--- src/sv/blp_pkg.sv ---
// ----------------------------------------------------------------------------
// blp_pkg
// Shared types and constants for the RGB565 masked line packer.
// ----------------------------------------------------------------------------
package blp_pkg;

    localparam int MAX_LINE_PIXELS = 1024;
    localparam int MAX_LINES       = 256;
    localparam int FILL_MAX        = 32;
    localparam int HEADER_WORDS    = 4;

    localparam int COL_W  = 10;
    localparam int ROW_W  = 8;
    localparam int LINE_W = 11;
    localparam int LINES_W = 9;
    localparam int FILL_W = 6;
    localparam int WORD_W = 32;
    localparam int PIX_W  = 16;

    localparam int Q_DEPTH = 4;
    localparam int Q_AW    = 2;
    localparam int Q_CW    = 3;

    localparam logic [WORD_W-1:0] HEADER_WORD0 = 32'h88AACCFF;

    localparam logic [LINE_W-1:0]  RST_LINE_PIXELS  = 11'd960;
    localparam logic [LINES_W-1:0] RST_FRAME_LINES  = 9'd160;
    localparam logic [FILL_W-1:0]  RST_FILLER_WORDS = 6'd32;
    localparam logic [WORD_W-1:0]  RST_XOR_MASK     = 32'hFFE7F3E7;

    typedef enum logic [1:0] {
        REG_LINE_PIXELS  = 2'd0,
        REG_FRAME_LINES  = 2'd1,
        REG_FILLER_WORDS = 2'd2,
        REG_XOR_MASK     = 2'd3
    } t_reg_idx;

    typedef enum logic [1:0] {
        KIND_HEADER = 2'd0,
        KIND_PIXEL  = 2'd1,
        KIND_FILLER = 2'd2
    } t_kind;

    typedef struct packed {
        logic [LINE_W-1:0]  line_pixels;
        logic [LINES_W-1:0] frame_lines;
        logic [FILL_W-1:0]  filler_words;
        logic [WORD_W-1:0]  xor_mask;
    } t_cfg;

    typedef struct packed {
        logic              is_header;
        logic [WORD_W-1:0] data;
        logic              line_end;
        logic              frame_end;
    } t_cmd;

endpackage

--- src/sv/blp_front.sv ---
// ----------------------------------------------------------------------------
// blp_front
// Tracks column and row, packs pixels to RGB565, pairs them and issues
// header and pixel-pair commands to the queue.
// ----------------------------------------------------------------------------
module blp_front (
    input  logic                  i_clk,
    input  logic                  i_rst_n,
    input  blp_pkg::t_cfg         i_cfg,
    input  logic                  i_accept,
    input  logic [7:0]            i_first_channel,
    input  logic [7:0]            i_second_channel,
    input  logic [7:0]            i_third_channel,
    output logic                  o_push,
    output blp_pkg::t_cmd         o_cmd
);

    logic [blp_pkg::COL_W-1:0]   r_column, n_column;
    logic [blp_pkg::ROW_W-1:0]   r_row, n_row;
    logic [blp_pkg::PIX_W-1:0]   r_held, n_held;

    logic [blp_pkg::PIX_W-1:0]   pix;
    logic [blp_pkg::LINE_W-1:0]  lp_even, eff_line;
    logic [blp_pkg::LINES_W-1:0] eff_lines;
    logic                        line_end, frame_end, frame_start;

    always_comb begin
        pix = {i_first_channel[7:3], i_second_channel[7:2], i_third_channel[7:3]};
        lp_even = {i_cfg.line_pixels[blp_pkg::LINE_W-1:1], 1'b0};
        if (lp_even < blp_pkg::LINE_W'(2)) begin
            eff_line = blp_pkg::LINE_W'(2);
        end else if (lp_even > blp_pkg::LINE_W'(blp_pkg::MAX_LINE_PIXELS)) begin
            eff_line = blp_pkg::LINE_W'(blp_pkg::MAX_LINE_PIXELS);
        end else begin
            eff_line = lp_even;
        end
        if (i_cfg.frame_lines == '0) begin
            eff_lines = blp_pkg::LINES_W'(1);
        end else if (i_cfg.frame_lines > blp_pkg::LINES_W'(blp_pkg::MAX_LINES)) begin
            eff_lines = blp_pkg::LINES_W'(blp_pkg::MAX_LINES);
        end else begin
            eff_lines = i_cfg.frame_lines;
        end
        line_end    = (blp_pkg::LINE_W'(r_column) + blp_pkg::LINE_W'(1)) >= eff_line;
        frame_end   = line_end &&
                      ((blp_pkg::LINES_W'(r_row) + blp_pkg::LINES_W'(1)) >= eff_lines);
        frame_start = (r_column == '0) && (r_row == '0);
    end

    always_comb begin
        n_column = r_column;
        n_row    = r_row;
        n_held   = r_held;
        o_push   = 1'b0;
        o_cmd.is_header = 1'b0;
        o_cmd.data      = {pix, r_held};
        o_cmd.line_end  = line_end;
        o_cmd.frame_end = frame_end;
        if (i_accept) begin
            if (!r_column[0]) begin
                n_held   = pix;
                n_column = r_column + 1'b1;
                if (frame_start) begin
                    o_push          = 1'b1;
                    o_cmd.is_header = 1'b1;
                end
            end else begin
                o_push = 1'b1;
                if (line_end) begin
                    n_column = '0;
                    n_row    = frame_end ? '0 : r_row + 1'b1;
                end else begin
                    n_column = r_column + 1'b1;
                end
            end
        end
    end

    always_ff @(posedge i_clk) begin
        if (!i_rst_n) begin
            r_column <= '0;
            r_row    <= '0;
            r_held   <= '0;
        end else begin
            r_column <= n_column;
            r_row    <= n_row;
            r_held   <= n_held;
        end
    end

    a_line_wrap: assert property (@(posedge i_clk) disable iff (!i_rst_n)
        (i_accept && r_column[0] && line_end) |=> (r_column == '0))
        else $error("column did not wrap at line end");

    a_header_only_frame_start: assert property (@(posedge i_clk) disable iff (!i_rst_n)
        (o_push && o_cmd.is_header) |-> (r_column == '0 && r_row == '0))
        else $error("header issued away from frame start");

endmodule

--- src/sv/blp_queue.sv ---
// ----------------------------------------------------------------------------
// blp_queue
// Small command queue between the front and the back.
// ----------------------------------------------------------------------------
module blp_queue (
    input  logic          i_clk,
    input  logic          i_rst_n,
    input  logic          i_push,
    input  blp_pkg::t_cmd i_cmd,
    input  logic          i_pop,
    output logic          o_full,
    output logic          o_valid,
    output blp_pkg::t_cmd o_cmd
);

    blp_pkg::t_cmd                r_mem [blp_pkg::Q_DEPTH];
    logic [blp_pkg::Q_AW-1:0]     r_wptr, r_rptr;
    logic [blp_pkg::Q_CW-1:0]     r_count;
    logic                         do_push, do_pop;

    assign o_full  = (r_count == blp_pkg::Q_CW'(blp_pkg::Q_DEPTH));
    assign o_valid = (r_count != '0);
    assign o_cmd   = r_mem[r_rptr];
    assign do_push = i_push && !o_full;
    assign do_pop  = i_pop && o_valid;

    always_ff @(posedge i_clk) begin
        if (do_push) begin
            r_mem[r_wptr] <= i_cmd;
        end
    end

    always_ff @(posedge i_clk) begin
        if (!i_rst_n) begin
            r_wptr  <= '0;
            r_rptr  <= '0;
            r_count <= '0;
        end else begin
            if (do_push) begin
                r_wptr <= r_wptr + 1'b1;
            end
            if (do_pop) begin
                r_rptr <= r_rptr + 1'b1;
            end
            r_count <= r_count + blp_pkg::Q_CW'(do_push) - blp_pkg::Q_CW'(do_pop);
        end
    end

    a_count_bound: assert property (@(posedge i_clk) disable iff (!i_rst_n)
        r_count <= blp_pkg::Q_CW'(blp_pkg::Q_DEPTH))
        else $error("queue count overflow");

endmodule

--- src/sv/blp_back.sv ---
// ----------------------------------------------------------------------------
// blp_back
// Expands queued commands into header, masked pixel and filler words and
// holds them in the output register.
// ----------------------------------------------------------------------------
module blp_back (
    input  logic                        i_clk,
    input  logic                        i_rst_n,
    input  blp_pkg::t_cfg               i_cfg,
    input  logic                        i_cmd_valid,
    input  blp_pkg::t_cmd               i_cmd,
    output logic                        o_pop,
    output logic                        o_out_valid,
    input  logic                        i_out_stall,
    output logic [blp_pkg::WORD_W-1:0]  o_word,
    output logic [1:0]                  o_kind,
    output logic                        o_last_of_run,
    output logic                        o_end_of_frame
);

    logic [blp_pkg::FILL_W-1:0] r_idx, n_idx;
    logic                       r_valid;
    logic [blp_pkg::WORD_W-1:0] r_word, n_word;
    blp_pkg::t_kind             r_kind, n_kind;
    logic                       r_last, n_last;
    logic                       r_eof, n_eof;

    logic [blp_pkg::FILL_W-1:0] fill, last_idx;
    logic                       emit, at_last;

    always_comb begin
        fill = (i_cfg.filler_words > blp_pkg::FILL_W'(blp_pkg::FILL_MAX)) ?
               blp_pkg::FILL_W'(blp_pkg::FILL_MAX) : i_cfg.filler_words;
        if (i_cmd.is_header) begin
            last_idx = blp_pkg::FILL_W'(blp_pkg::HEADER_WORDS - 1);
        end else if (i_cmd.line_end) begin
            last_idx = fill;
        end else begin
            last_idx = '0;
        end
        at_last = (r_idx == last_idx);
        emit    = i_cmd_valid && (!r_valid || !i_out_stall);
        o_pop   = emit && at_last;
        n_idx   = r_idx;
        if (emit) begin
            n_idx = at_last ? '0 : r_idx + 1'b1;
        end
    end

    always_comb begin
        if (i_cmd.is_header) begin
            n_word = (r_idx == '0) ? blp_pkg::HEADER_WORD0 : '0;
            n_kind = blp_pkg::KIND_HEADER;
            n_last = at_last;
            n_eof  = 1'b0;
        end else if (r_idx == '0) begin
            n_word = i_cmd.data ^ i_cfg.xor_mask;
            n_kind = blp_pkg::KIND_PIXEL;
            n_last = at_last;
            n_eof  = at_last && i_cmd.line_end && i_cmd.frame_end;
        end else begin
            n_word = i_cfg.xor_mask;
            n_kind = blp_pkg::KIND_FILLER;
            n_last = at_last;
            n_eof  = at_last && i_cmd.frame_end;
        end
    end

    always_ff @(posedge i_clk) begin
        if (emit) begin
            r_word <= n_word;
            r_kind <= n_kind;
            r_last <= n_last;
            r_eof  <= n_eof;
        end
    end

    always_ff @(posedge i_clk) begin
        if (!i_rst_n) begin
            r_valid <= 1'b0;
            r_idx   <= '0;
        end else begin
            r_idx <= n_idx;
            if (emit) begin
                r_valid <= 1'b1;
            end else if (!i_out_stall) begin
                r_valid <= 1'b0;
            end
        end
    end

    assign o_out_valid    = r_valid;
    assign o_word         = r_word;
    assign o_kind         = r_kind;
    assign o_last_of_run  = r_last;
    assign o_end_of_frame = r_eof;

    a_filler_needs_line_end: assert property (@(posedge i_clk) disable iff (!i_rst_n)
        (i_cmd_valid && !i_cmd.is_header && r_idx != '0) |-> i_cmd.line_end)
        else $error("filler index on a mid-line pixel pair");

    a_eof_is_last: assert property (@(posedge i_clk) disable iff (!i_rst_n)
        (r_valid && r_eof) |-> r_last)
        else $error("end of frame on a word that is not last of run");

endmodule

--- src/sv/bgra_to_rgb565_masked_line_packer.sv ---
// ----------------------------------------------------------------------------
// bgra_to_rgb565_masked_line_packer
// Packs pixels to RGB565 pairs, XOR-masks them, adds per-line filler words
// and a four-word header at each frame start.
// ----------------------------------------------------------------------------
// Path: with an empty queue, the command caused by an accepted pixel is written
// into the queue, then its word into the output register, where it is taken.
// Throughput: one pixel per cycle unless the queue is full; the back emits one
// word per cycle unless stalled: four per header, one plus filler per line end.
// Reset: synchronous, active low; clears column, row, held pixel, queue and
// output valid, and loads the register defaults.
// ----------------------------------------------------------------------------
module bgra_to_rgb565_masked_line_packer (
    input  logic                        i_clk,
    input  logic                        i_rst_n,
    input  logic                        i_cfg_we,
    input  logic [1:0]                  i_cfg_idx,
    input  logic [blp_pkg::WORD_W-1:0]  i_cfg_data,
    input  logic                        i_in_valid,
    output logic                        o_in_stall,
    input  logic [7:0]                  i_first_channel,
    input  logic [7:0]                  i_second_channel,
    input  logic [7:0]                  i_third_channel,
    output logic                        o_out_valid,
    input  logic                        i_out_stall,
    output logic [blp_pkg::WORD_W-1:0]  o_word,
    output logic [1:0]                  o_kind,
    output logic                        o_last_of_run,
    output logic                        o_end_of_frame
);

    blp_pkg::t_cfg r_cfg;
    blp_pkg::t_cmd front_cmd, head_cmd;
    logic          push, pop, q_full, q_valid, in_accept;

    always_ff @(posedge i_clk) begin
        if (!i_rst_n) begin
            r_cfg.line_pixels  <= blp_pkg::RST_LINE_PIXELS;
            r_cfg.frame_lines  <= blp_pkg::RST_FRAME_LINES;
            r_cfg.filler_words <= blp_pkg::RST_FILLER_WORDS;
            r_cfg.xor_mask     <= blp_pkg::RST_XOR_MASK;
        end else if (i_cfg_we) begin
            unique case (blp_pkg::t_reg_idx'(i_cfg_idx))
                blp_pkg::REG_LINE_PIXELS: begin
                    r_cfg.line_pixels <= i_cfg_data[blp_pkg::LINE_W-1:0];
                end
                blp_pkg::REG_FRAME_LINES: begin
                    r_cfg.frame_lines <= i_cfg_data[blp_pkg::LINES_W-1:0];
                end
                blp_pkg::REG_FILLER_WORDS: begin
                    r_cfg.filler_words <= i_cfg_data[blp_pkg::FILL_W-1:0];
                end
                blp_pkg::REG_XOR_MASK: begin
                    r_cfg.xor_mask <= i_cfg_data;
                end
                default: begin
                    r_cfg <= r_cfg;
                end
            endcase
        end
    end

    assign o_in_stall = q_full;
    assign in_accept  = i_in_valid && !q_full;

    blp_front u_front (
        .i_clk            (i_clk),
        .i_rst_n          (i_rst_n),
        .i_cfg            (r_cfg),
        .i_accept         (in_accept),
        .i_first_channel  (i_first_channel),
        .i_second_channel (i_second_channel),
        .i_third_channel  (i_third_channel),
        .o_push           (push),
        .o_cmd            (front_cmd)
    );

    blp_queue u_queue (
        .i_clk   (i_clk),
        .i_rst_n (i_rst_n),
        .i_push  (push),
        .i_cmd   (front_cmd),
        .i_pop   (pop),
        .o_full  (q_full),
        .o_valid (q_valid),
        .o_cmd   (head_cmd)
    );

    blp_back u_back (
        .i_clk          (i_clk),
        .i_rst_n        (i_rst_n),
        .i_cfg          (r_cfg),
        .i_cmd_valid    (q_valid),
        .i_cmd          (head_cmd),
        .o_pop          (pop),
        .o_out_valid    (o_out_valid),
        .i_out_stall    (i_out_stall),
        .o_word         (o_word),
        .o_kind         (o_kind),
        .o_last_of_run  (o_last_of_run),
        .o_end_of_frame (o_end_of_frame)
    );

endmodule
--- config.mk ---
export PLATFORM = sky130hd
export DESIGN_NAME = bgra_to_rgb565_masked_line_packer
export DESIGN_NICKNAME = d
export VERILOG_FILES = /design/src/sv/blp_pkg.sv /design/src/sv/blp_front.sv /design/src/sv/blp_queue.sv /design/src/sv/blp_back.sv /design/src/sv/bgra_to_rgb565_masked_line_packer.sv
export SDC_FILE = /design/constraint.sdc
export NUM_CORES = 1
export LEC_CHECK = 0
export ABC_AREA = 0
export ABC_CLOCK_PERIOD_IN_PS = 6400
export BUFFER_PORTS_ARGS = -buffer_cell sky130_fd_sc_hd__buf_2
export CAP_MARGIN = 10
export CORE_MARGIN = 4
export CORE_UTILIZATION = 45
export CTS_CLUSTER_SIZE = 16
export DETAILED_ROUTE_END_ITERATION = 12
export GPL_TIMING_DRIVEN = 1
export REMOVE_ABC_BUFFERS = 1
export SYNTH_ARGS = -nofsm -noshare
export SYNTH_HDL_FRONTEND = slang
export SYNTH_SLANG_ARGS = --single-unit
--- constraint.sdc ---
create_clock -name i_clk -period 6.4 [get_ports i_clk]
set_input_delay 0.96 -clock i_clk [delete_from_list [all_inputs] [get_ports i_clk]]
set_output_delay 0.96 -clock i_clk [all_outputs]
set_load 0.01 [all_outputs]
; ---- Word-level counts from Yosys, hierarchy flattened
; Memory sizes are Yosys's and may differ from the RTL's. A register that Yosys moved wholly into a read port is not among the register bits.
; Cells that the tools add are included.
[totals]
memories = 1
out_inout_bits = 38
word_cells = 93
regBits = 142
mem_bits_rw = 140
in_bits = 63
[op_classes]
eq_ne = 6
n_reduce_logical = 26
addsub = 9
magnitude_cmp = 6
bitwise_logic = 2
muxes = 27
[memory_table]
columns = name, depth, width, rd, rd_clocked_by_memory_dff, write_ports, line_no
row1 = u_queue.r_mem, 4, 35, 1, 1, 1, blp_queue.sv:16  ; blp_pkg::t_cmd r_mem [blp_pkg::Q_DEPTH];
[op_table]
columns = op, count
row1 = 32-bit 2-to-1 mux, 3
row2 = 32-bit XOR, 1
row3 = 6-bit 2-to-1 mux, 4
row4 = 11-bit 2-to-1 mux, 2
row5 = 10-bit 2-to-1 mux, 2
row6 = 9-bit 2-to-1 mux, 2
row7 = 10-bit by 1-bit adder with 11-bit output (second input constant), 1
row8 = 11-bit >= comparator, 1
row9 = 11-bit > comparator (second input constant), 1
row10 = 11-bit by 2-bit less-than comparator with 1-bit output (second input constant), 1
row11 = 10-bit by 1-bit adder with 10-bit output (second input constant), 1
row12 = 1-bit logical AND, 10
row13 = 10-bit logical NOT, 1
row14 = 1-bit 2-to-1 mux, 10
row15 = 2-bit AND reduction, 5
row16 = 8-bit by 1-bit adder with 9-bit output (second input constant), 1
row17 = 9-bit >= comparator, 1
row18 = 9-bit > comparator (second input constant), 1
row19 = 9-bit logical NOT, 1
row20 = 8-bit by 1-bit adder with 8-bit output (second input constant), 1
row21 = 8-bit logical NOT, 1
row22 = 8-bit 2-to-1 mux, 1
row23 = 6-bit by 1-bit adder with 6-bit output (second input constant), 1
row24 = 6-bit equality test, 1
row25 = other kinds (16), 22

; ---- Depth between registers and ports, before layout
; Gate-level depths: netlist of run 1.
[logic_depth]
ltp_word = 9
depth_mapped = 13
mapped_depth_nobuf = 12

; ---- By module
; A second synthesis of run 1 with hierarchy kept.
[hier_totals]
hier_cells = 1025
area_unflattened_um2 = 12719.7
[modules_own_cells]
columns = mod, cells_each, seq_area_each_um2, area_each_um2, instances
row1 = blp_queue, 231, 4384.2, 5587.9, 1
row2 = blp_back, 241, 1221.2, 2432.3, 1
row3 = blp_front, 313, 680.7, 2398.6, 1
row4 = bgra_to_rgb565_masked_line_packer, 240, 1161.1, 2301.0, 1

; ---- Worst setup path before layout of run 1
; No wires, ideal clock.
[synth_path]
path_kind = flip-flop to flip-flop
start = reg (tool-made name)
end = reg u_queue.r_count[2] (netlist name)
stages_incl_launch_ff = 14
path_slack_ps = 3281
required_ps = 6272
synth_period_minus_slack_ps = 3119
arrival_ps = 2992
cell_sequence = dfxtp_1 > buf_6 > mux4_2 > nor2b_4 > and4b_4 > o32ai_4 > nor2_4 > ha_1 > inv_1 > ha_1 > fa_1 > xnor2_1 > xnor2_1 > nor2_1
[synth_rtl]
columns = item, line_no
row1 = end signal: assignment, blp_queue.sv:45  ; r_count <= r_count + blp_pkg::Q_CW'(do_push) - blp_pkg::Q_CW'(do_pop);
row2 = end: declaration, blp_queue.sv:18  ; logic [blp_pkg::Q_CW-1:0] r_count;

==> impl_metrics.tcl, run 1 <==
set metrics [dict create \
    status "complete, no violations" \
    grt_max_degree 52 \
    min_period_ps 3820 \
    cp_data_arrival_time_ps 4230 \
    synth_edf_count 176 \
    reg2reg_depth 12 \
    async_flop_share_pct 0 \
    synth_cell_type_count 58 \
    synth_fa_ha_area_share_pct 3.41 \
    overflow 0 \
    dr.pass1.iters 4 \
    drive_gt1_share_pct 19.3 \
    design.core.area_um2 26100 \
    setup_violations 0 \
    worstSetupPathType "flop to flop" \
    fp.dieArea_um2 29200 \
    start_kind "flop" \
    yosys_warnings 0 \
    rsz0062_at_grt "false" \
    via_count 7744 \
    ir_drop_mv 0.237 \
    tightest_slew_ps 1150 \
    skew_ps 11.8 \
    hpwlAfterDp_mm 16.8 \
    power.density_nw_per_um2 414 \
    io_pins 101 \
    drt_iter0_drc 584 \
    cts.repair.resized 0 \
    cp-end-kind "flop" \
    cts-htree-levels 1 \
    antenna_found_initial 0 \
    hold_buffers 0 \
    cts.sinks 283 \
    row_count 59 \
    finalCritPeriodShare_pct 59.6 \
    cp_max_fo 15 \
    insertion_delay_ps 550 \
    area_growth_pct 15.1 \
    synth_compound_area_share_pct 6.12 \
    hold_viol_final 0 \
    max_freq_ghz 0.262 \
    maxCapViolCount 0 \
    route.detailed.drc 0 \
    slew_viol_final 0 \
    hold_depth 2 \
    synth_xor_area_share_pct 2.93 \
    synth.area.mux_share_pct 8.10 \
    cts_tree "built" \
    layout.nets 1167 \
    die_y_um 171 \
    synth_simple_gate_area_share_pct 14.9 \
    relSlewSlack_pct 23.0 \
    post_cts_buffers 0 \
    min_path_type "flop to flop" \
    io_buffers 92 \
    ant_nets 0 \
    seq_area_frac_synth_pct 62.1 \
    tns_ps 0 \
    synth_top_family_by_area "simple AND/OR/NAND/NOR gates" \
    start_util_pct 45.8 \
    holdWs_ps 470 \
    routabilityCongestion 0.776 \
    syn_inst 986 \
    p_leak_nw 5.26 \
    grt_pass1_vias 7768 \
    routed_via_density 5.41 \
    die_width_um 171 \
    syn_avg_cell_area_um2 12.1 \
    netlist_area_um2 12000 \
    grt_pass1_wl_mm 42.7 \
    insertedDiodeCount 0 \
    synth_seq_cells 283 \
    wl_mm 26.9 \
    clockBufferDepth 3 \
    numCtsBuffers 30 \
    synthFlopType "edfxtp_1" \
    clkTransAtPathRegs_ps 60 \
    crit_required_ps 6820 \
    cts_root_buf "clkbuf_16" \
    gr-usage-all-layers_pct 18.5 \
    wl_per_cell_um 18.8 \
]
-- power breakdown --
part | switching [mW] | internal (mW)
clock network | 0.723 | 1.04
registers | 0.121 | 2.35
logic | 0.898 | 0.568
total | 1.74 | 3.96
-- per-layer routing --
| layer | track usage (%) | vias up | share of wire (%) | wire length [um] |
|---|---|---|---|---|
| li1 | - | 3735 | - | - |
| met1 | 25.6 | 3790 | 46 | 12300 |
| met2 | 30.9 | 174 | 48 | 12800 |
| met3 | 2.59 | 45 | 4.4 | 1170 |
| met4 | 4.93 | 0 | 2.1 | 572 |
| met5 | 0 | - | 0 | 0 |
-- cell usage after synthesis, types with 3 or more instances --
cell	n	area [um^2]
a311oi_1	18	158
buf_2	4	20.0
xnor2_1	8	70.1
a21o_1	4	30.0
nand4_1	4	25.0
or3_1	5	31.3
o21ai_0	11	55.1
edfxtp_1	176	5290
nor3_1	8	40.0
a211oi_1	7	52.6
a21oi_1	40	200
xor2_1	32	280
dfxtp_1	107	2140
buf_1	4	15.0
and3_1	12	75.1
and4_1	4	35.0
clkbuf_1	41	154
nor2_1	107	402
nand3_1	41	205
inv_1	18	67.6
o22ai_1	6	37.5
mux4_2	35	788
nand2_1	179	672
or2_2	3	18.8
ha_1	31	388
nor4_1	7	43.8
and2_1	10	62.6
nand2b_1	4	25.0
mux2i_1	18	180
-- area by class of cell --
type	instances	area, um^2
multi-input cells	632	4260
repair buffers	105	558
clock buffers	36	856
flip-flops and latches	283	7430
clock inverters	20	175
well taps	335	419
inverters	20	75.1
fillers	2315	12400
-- logic make-up after synthesis --
kind of cell / count (synthesis)
muxes: 53
DFF: 283
xor gates and xnor gates: 40
buffers and inverters: 71
and+or+nand+nor: 400
AOI/OAI and AO/OA: 107
adders and majority gates: 32
-- sequential cells by signal (all words and copies together), names as in the netlist, named ones only --
| register | flops |
|---|---|
| r_cfg | 57 |
| u_back.o_end_of_frame | 1 |
| u_back.o_kind | 2 |
| u_back.o_last_of_run | 1 |
| u_back.o_out_valid | 1 |
| u_back.o_word | 32 |
| u_back.r_idx | 6 |
| u_front.r_column | 9 |
| u_front.r_held | 16 |
| u_front.r_row | 8 |
| u_queue.r_count | 3 |
| u_queue.r_mem | 140 |
| u_queue.r_rptr | 2 |
| u_queue.r_wptr | 2 |
-- stage by stage --
| step | power [mW] | instance area, um^2 | setup WS, ps | cells | utilization, % |
|---|---|---|---|---|---|
| after detailed placement | 4.00 | 12700 | 2530 | 1375 | 48.8 |
| after CTS | 5.78 | 13800 | 2530 | 1431 | 52.7 |
| after global routing | 6.02 | 13800 | 2330 | 1431 | 52.7 |
| after global placement | 3.96 | 12700 | 2590 | 1375 | 48.8 |
| after floorplan | 3.47 | 11700 | 1200 | 935 | - |
| final | 5.70 | 13800 | 2580 | 1431 | 52.7 |
-- worst max-delay path: stages, from the launching register on --
cell and delay, ps:
dfxtp_1 870, mux4_2 550, a2111o_1 420, o211ai_1 110, o21ai_1 150, nor2_4 370
ha_1 190, inv_1 40, ha_1 190, fa_1 390, xnor2_1 210, xnor2_1 140
nor2_1 50
-- worst paths after layout --
path	from	to	slack, ps
setup / recovery	flop	u_queue.r_count[2]	2580
hold / removal	r_cfg[20]	r_cfg[20]	470
hold reg to reg	r_cfg[20]	r_cfg[20]	470
setup reg to reg	flop	u_queue.r_count[2]	2580
-- cell usage in the layout, fill, tap and decap left out, drive strengths merged, types with 31 or more instances in the layout --
cell type,count
nand2,179
edfxtp,176
a21oi,40
buf,105
dfxtp,107
nor2,108
mux4,35
ha,31
clkbuf,36
xor2,32
nand3,41
Note: power is estimated with default switching activity, not from simulation.
==> run 2, diff against run 1 <==
Settings changed: ABC_AREA 0 to 1, ABC_CLOCK_PERIOD_IN_PS 6400 to 3750.
Clock period 6.4 ns to 3.75 ns, I/O delays scaled along.
==> run 2 against run 1 <==
Critical path depth rose by 4. Die area rose by 1.4%. Clock skew is 1.0 ps higher. Hold slack got worse by 260 ps. Register-to-register slack worse by 2000 ps. Combinational power increased by 67%. Worst setup slack lost 2000 ps. Flip-flop and latch count unchanged. Non-clock buffer count up 8. Largest cell class unchanged. Largest power group unchanged.
==> impl_metrics.tcl, run 2 <==
set metrics [dict create \
    via_count 8815 \
    yosys_warnings 0 \
    insertedDiodeCount 0 \
    syn_avg_cell_area_um2 9.91 \
    post_dp_cell_area_um2 13000 \
    r2r_end "u_front.r_row[5]" \
    crit_required_ps 4200 \
    rsz0062_at_grt "false" \
    wl_met3_mm 1.61 \
    drt-met1-wl_mm 12.8 \
    crit_chain "inv_2 -> nor3_2 -> nand2_1 -> nor2_1 -> nand2_1 -> nor3_2 -> xor2_1 -> ha_1 -> nand2_1 -> nor2_1 -> o211ai_1 -> nand4_1 -> nand2_2 -> inv_2 -> o21ai_0 -> nor2_1" \
    slowest_stage "dfxtp_1" \
    met2_length_mm 13.7 \
    routed_via_density 5.26 \
    hold_depth 3 \
    reg2reg_depth 16 \
    cts-htree-levels 1 \
    p_seq_share_pct 42.9 \
    async_flop_share_pct 0 \
    grt_pass1_vias 8621 \
    rrSetupSlack_ps 610 \
    fp.dieArea_um2 29700 \
    relSlewSlack_pct 37.5 \
    drt_iter0_drc 541 \
    fill_cells 2334 \
    synth_cell_type_count 40 \
    cp_max_fo 15 \
    clkTransAtPathRegs_ps 60 \
    cts_root_buf "clkbuf_16" \
    antenna_found_initial 0 \
    post_cts_buffers 0 \
    p_int_mw 6.56 \
    grt_pass1_wl_mm 45.7 \
    cts.sinks 283 \
    synthTopCellsByCount "nand2_1 (184), edfxtp_1 (176), nor2_1 (153)" \
    gr-usage-all-layers_pct 19.5 \
    seqCellArea_um2 7430 \
    io_pins 101 \
    wl_per_cell_um 17.1 \
    tns_ps 0 \
    numCtsBuffers 31 \
    area_growth_pct 16.0 \
    insertion_delay_ps 560 \
    netlist.area_leader.share_pct 43.6 \
    grt_max_degree 69 \
    route.detailed.drc 0 \
    final_cell_mix "nand2_1 (184), edfxtp_1 (176), o21ai_0 (151)" \
    syn_inst 1224 \
    synth_seq_cells 283 \
    die_width_um 172 \
    largest_register_ff_count 140 \
    p_leak_nw 5.73 \
    tightest_slew_ps 936 \
    clockBufferDepth 3 \
    netSwitchingFraction_pct 32.1 \
    hold_viol_final 0 \
    finalInstanceArea_um2 14100 \
    synthFlopType "edfxtp_1" \
    slew_viol_final 0 \
    cp_data_arrival_time_ps 3590 \
    start_kind "flop" \
    synth_edf_count 176 \
    overflow 0 \
    yosys.area.top_type "edfxtp_1" \
    pwr-share-clk_pct 31.6 \
    ir_drop_mv 0.363 \
    min_period_ps 3140 \
    status "complete, no violations" \
    start_util_pct 46.2 \
    multi_input_area_um2 4140 \
    io_buffers 92 \
    hpwlAfterDp_mm 17.6 \
    slowest_delay_ps 420 \
    path_buf_inv 2 \
    power.density_nw_per_um2 686 \
    routabilityCongestion 0.849 \
    power.switching_mw 3.10 \
    hold_path_end "r_cfg[23]" \
    yosysMostFrequentCell "nand2_1" \
    synth_top_cells_by_area "edfxtp_1 (44%), dfxtp_1 (18%), o21ai_0 (6.2%)" \
    routed.top_layer "met4" \
    wl_mm 28.7 \
    cts_tree "built" \
    min_from "i_cfg_data[23]" \
    cts.repair.resized 0 \
    min_path_type "primary input to flop" \
    final_common_cell "nand2_1" \
    dr.pass1.iters 7 \
    combPwrFrac_pct 25.5 \
    layout.nets 1410 \
    finalCritPeriodShare_pct 83.6 \
    maxCapViolCount 0 \
    r2r_start "u_front.r_column[0]" \
    skew_ps 12.8 \
    die_y_um 172 \
    ant_nets 0 \
    cp-end-kind "flop" \
    hold_buffers 0 \
    path_delay_family "simple AND/OR/NAND/NOR gates" \
    max_freq_ghz 0.319 \
    worstSetupPathType "flop to flop" \
    p_total_mw 9.66 \
    netlist_area_um2 12100 \
    drive_gt1_share_pct 15.1 \
    seq_area_frac_synth_pct 61.2 \
    setup_violations 0 \
    row_count 59 \
    design.core.area_um2 26300 \
    regMostFlops "u_queue.r_mem" \
    holdWs_ps 206 \
]
==> run 2: changes by cell type in the layout (fill, tap and decap cells not counted), moves of 21 or more <==
cell | before | now
o21ai_0 | 11 | 151
inv_1 | 17 | 89
nor2_1 | 106 | 148
a21oi_1 | 39 | 74
mux4_2 | 35 | 0
o22ai_1 | 6 | 34
nand3_1 | 41 | 62
==> run 2: power by group through the flow <==
stage,sequential (mW),clock (mW),combinational [mW]
after global placement,4.20,0,2.46
after global routing,4.19,3.25,2.80
after CTS,4.15,3.13,2.51
after detailed placement,4.21,0,2.48
final,4.14,3.05,2.46
after floorplan,4.34,0,1.39
==> run 2: tightest hold or removal path, stage by stage <==
cell	delay (ps)
buf_2	70
nand2_1	40
nand3_1	60
==> run 2: layer usage <==
metal / global-route usage [%] / up-vias
li1: - / 4406
met4: 5.67 / 0
met3: 2.56 / 48
met1: 26.2 / 4123
met5: 0 / -
met2: 33.3 / 238
==> run 2: how the worst max path moves through the flow <==
| stage | from | end | cells after the start |
|---|---|---|---|
| 3_3_place_gp | u_front.r_column[0] | u_front.r_row[2] | 16 |
| 5_1_grt | u_front.r_column[0] | u_front.r_row[4] | 16 |
| 3_5_place_dp | u_front.r_column[0] | u_front.r_row[3] | 16 |
| 6_report | u_front.r_column[0] | u_front.r_row[5] | 16 |
| 4_1_cts | u_front.r_column[0] | u_front.r_row[3] | 16 |
| 2_1_floorplan | flop | u_queue.r_count[2] | 17 |
==> run 2: layout make-up <==
cell class	instances	area share, %
Clock buffer	40	6.04
Clock inverter	18	1.41
Inverter	98	2.63
Sequential cell	283	52.8
Timing Repair Buffer	113	4.75
Tap cell	335	2.98
Multi-Input combinational cell	788	29.4
==> run 2: cells by family after synthesis <==
| kind of cell | synth area share [%] |
|---|---|
| buffers and inverters | 4.98 |
| AOI/OAI and AO/OA | 11.9 |
| and+or+nand+nor | 16.1 |
| adders and majority gates | 3.36 |
| xor gates and xnor gates | 2.38 |
| DFF | 61.2 |
==> run 2: metrics by stage <==
stage	utilization, %	setup WS (ps)	std cells
6_report	53.6	613	1675
5_1_grt	53.6	291	1675
4_1_cts	53.6	620	1675
3_5_place_dp	49.6	634	1617
3_3_place_gp	49.6	679	1617
2_1_floorplan	-	-328	1169
==> run 3, diff against run 2 <==
Settings changed: ABC_AREA 1 to 0, ABC_CLOCK_PERIOD_IN_PS 3750 to 2800, PLACE_DENSITY from default to 0.65.
Clock period 3.75 ns to 2.8 ns, I/O delays scaled along.
==> run 3 against run 2 <==
The run now ends with setup timing left. Flip-flop and latch count unchanged. Largest power group unchanged. Hold slack got worse by 140 ps. Sequential power increased by 36%. Clock power increased by 27%. Sequential share of layout area decreased by 0.37 points. Total power increased by 37%. Cell area increased by 0.76%. Critical endpoint is now u_queue.r_count[2].
==> impl_metrics.tcl, run 3 (same netlist as run 1, synthesis figures left out) <==
set metrics [dict create \
    die_y_um 171 \
    placed_cells 1410 \
    power.density_nw_per_um2 932 \
    relSlewSlack_pct 38.7 \
    start_kind "flop" \
    p_leak_nw 5.44 \
    final_common_cell "nand2_1" \
    cts_tree "built" \
    cts.sinks 283 \
    maxCapViolCount 0 \
    tns_ps -257 \
    insertion_delay_ps 560 \
    wl_per_cell_um 18.5 \
    path_buf_inv 1 \
    min_from "i_cfg_data[28]" \
    regMostFlops "u_queue.r_mem" \
    die_width_um 171 \
    overflow 0 \
    route.detailed.drc 0 \
    min_path_type "primary input to flop" \
    path_delay_family "adder cells" \
    ant_nets 0 \
    tightest_slew_ps 919 \
    grt_max_degree 51 \
    routabilityCongestion 0.810 \
    r2r_end "u_queue.r_count[2]" \
    final_cell_mix "nand2_1 (179), edfxtp_1 (176), nor2_1 (105)" \
    largest_register_ff_count 140 \
    routed.top_layer "met5" \
    slew_viol_final 0 \
    min_period_ps 2960 \
    fin_util_pct 54.3 \
    rrSetupSlack_ps -160 \
    gr-usage-all-layers_pct 18.6 \
    cp_data_arrival_time_ps 3410 \
    max_freq_ghz 0.338 \
    via_count 7952 \
    clkTransAtPathRegs_ps 60 \
    layoutNonFillerInstCount 1468 \
    post_dp_cell_area_um2 13100 \
    insertedDiodeCount 0 \
    wl_met3_mm 1.51 \
    layout.nets 1205 \
    routed_via_density 5.42 \
    p_total_mw 13.2 \
    slowest_delay_ps 570 \
    cts-htree-levels 1 \
    setup_ws_ps -160 \
    hold_viol_final 0 \
    io_pins 101 \
    numCtsBuffers 29 \
    crit_required_ps 3250 \
    finalCritPeriodShare_pct 106 \
    hpwlAfterDp_mm 17.0 \
    wl_mm 27.2 \
    hold_depth 3 \
    preCtsSetupSlack_ps -300 \
    crit_chain "mux4_2 -> nor2b_4 -> and4b_4 -> o32ai_4 -> nor2_4 -> ha_4 -> inv_2 -> ha_4 -> fa_2 -> xnor2_2 -> xnor2_1 -> nor2_1" \
    cpMostUsedCell "ha_4" \
    skew_ps 6.11 \
    area_growth_pct 18.6 \
    antenna_found_initial 1 \
    setup_violations 2 \
    grt_pass1_vias 7948 \
    ir_drop_mv 0.477 \
    reg2reg_depth 12 \
    drt-met1-wl_mm 12.1 \
    drt_iter0_drc 538 \
    worstSetupPathType "flop to flop" \
    clockBufferDepth 3 \
    violations "setup timing" \
    finalInstanceArea_um2 14200 \
    dr.pass1.iters 5 \
    holdWs_ps 69.4 \
    start_util_pct 45.8 \
    io_buffers 92 \
    cp_max_fo 5 \
    cts_root_buf "clkbuf_16" \
    rsz0062_at_grt "true" \
    slowest_stage "mux4_2" \
    grt_pass1_wl_mm 43.1 \
    cp-end-kind "flop" \
    hold_path_end "r_cfg[28]" \
    row_count 59 \
    design.core.area_um2 26100 \
    status "finished, violations left" \
    drive_gt1_share_pct 23.0 \
    met2_length_mm 13.0 \
    fp.dieArea_um2 29200 \
]
[run 3: tightest hold or removal path, delay by kind of cell]
| family | cells | cell delay [ps] |
|---|---|---|
| simple gates | 2 | 100 |
| buf+inv | 1 | 70 |
[run 3: worst max path at each step]
stage | start | slack [ps] | cells after the start | to
final | flop | -160 | 12 | u_queue.r_count[2]
after global placement | flop | -230 | 13 | u_queue.r_count[2]
after global routing | flop | -300 | 12 | u_queue.r_count[2]
after floorplan | flop | -2020 | 12 | u_queue.r_count[2]
after detailed placement | flop | -300 | 12 | u_queue.r_count[2]
after CTS | flop | -210 | 13 | u_queue.r_count[2]
[run 3: power breakdown]
part           switching (mW)  total, mW  leakage, nW  internal [mW]
combinational            2.15       3.70         2.45           1.55
clock                    1.64       3.88        0.470           2.23
sequential              0.270       5.64         2.53           5.37
total                    4.07       13.2         5.44           9.15
[run 3: what timing repair did]
action | 4_1_cts | 5_1_grt
gates cloned | 1 | 1
hold endpoints to repair | 0 | 0
hold buffers | 0 | 0
pin swaps | 10 | 10
setup endpoints to repair | 2 | 26
buffers inserted | 1 | 1
resized for setup | 9 | 17
[run 3: cell type report]
class                      instances  area [um^2]
fill                            2229        11900
sequential                       283         7430
multi-input combinational        634         4390
timing repair buffer             142          902
clock buffer                      35          758
tap                              335          419
clock inverter                    19          206
inverter                          20         75.1
[run 3: metal layers]
metal	GRT usage, %	vias up
met3	2.61	37
met2	31.5	206
met4	4.68	2
met5	0	-
li1	-	3824
met1	25.5	3883
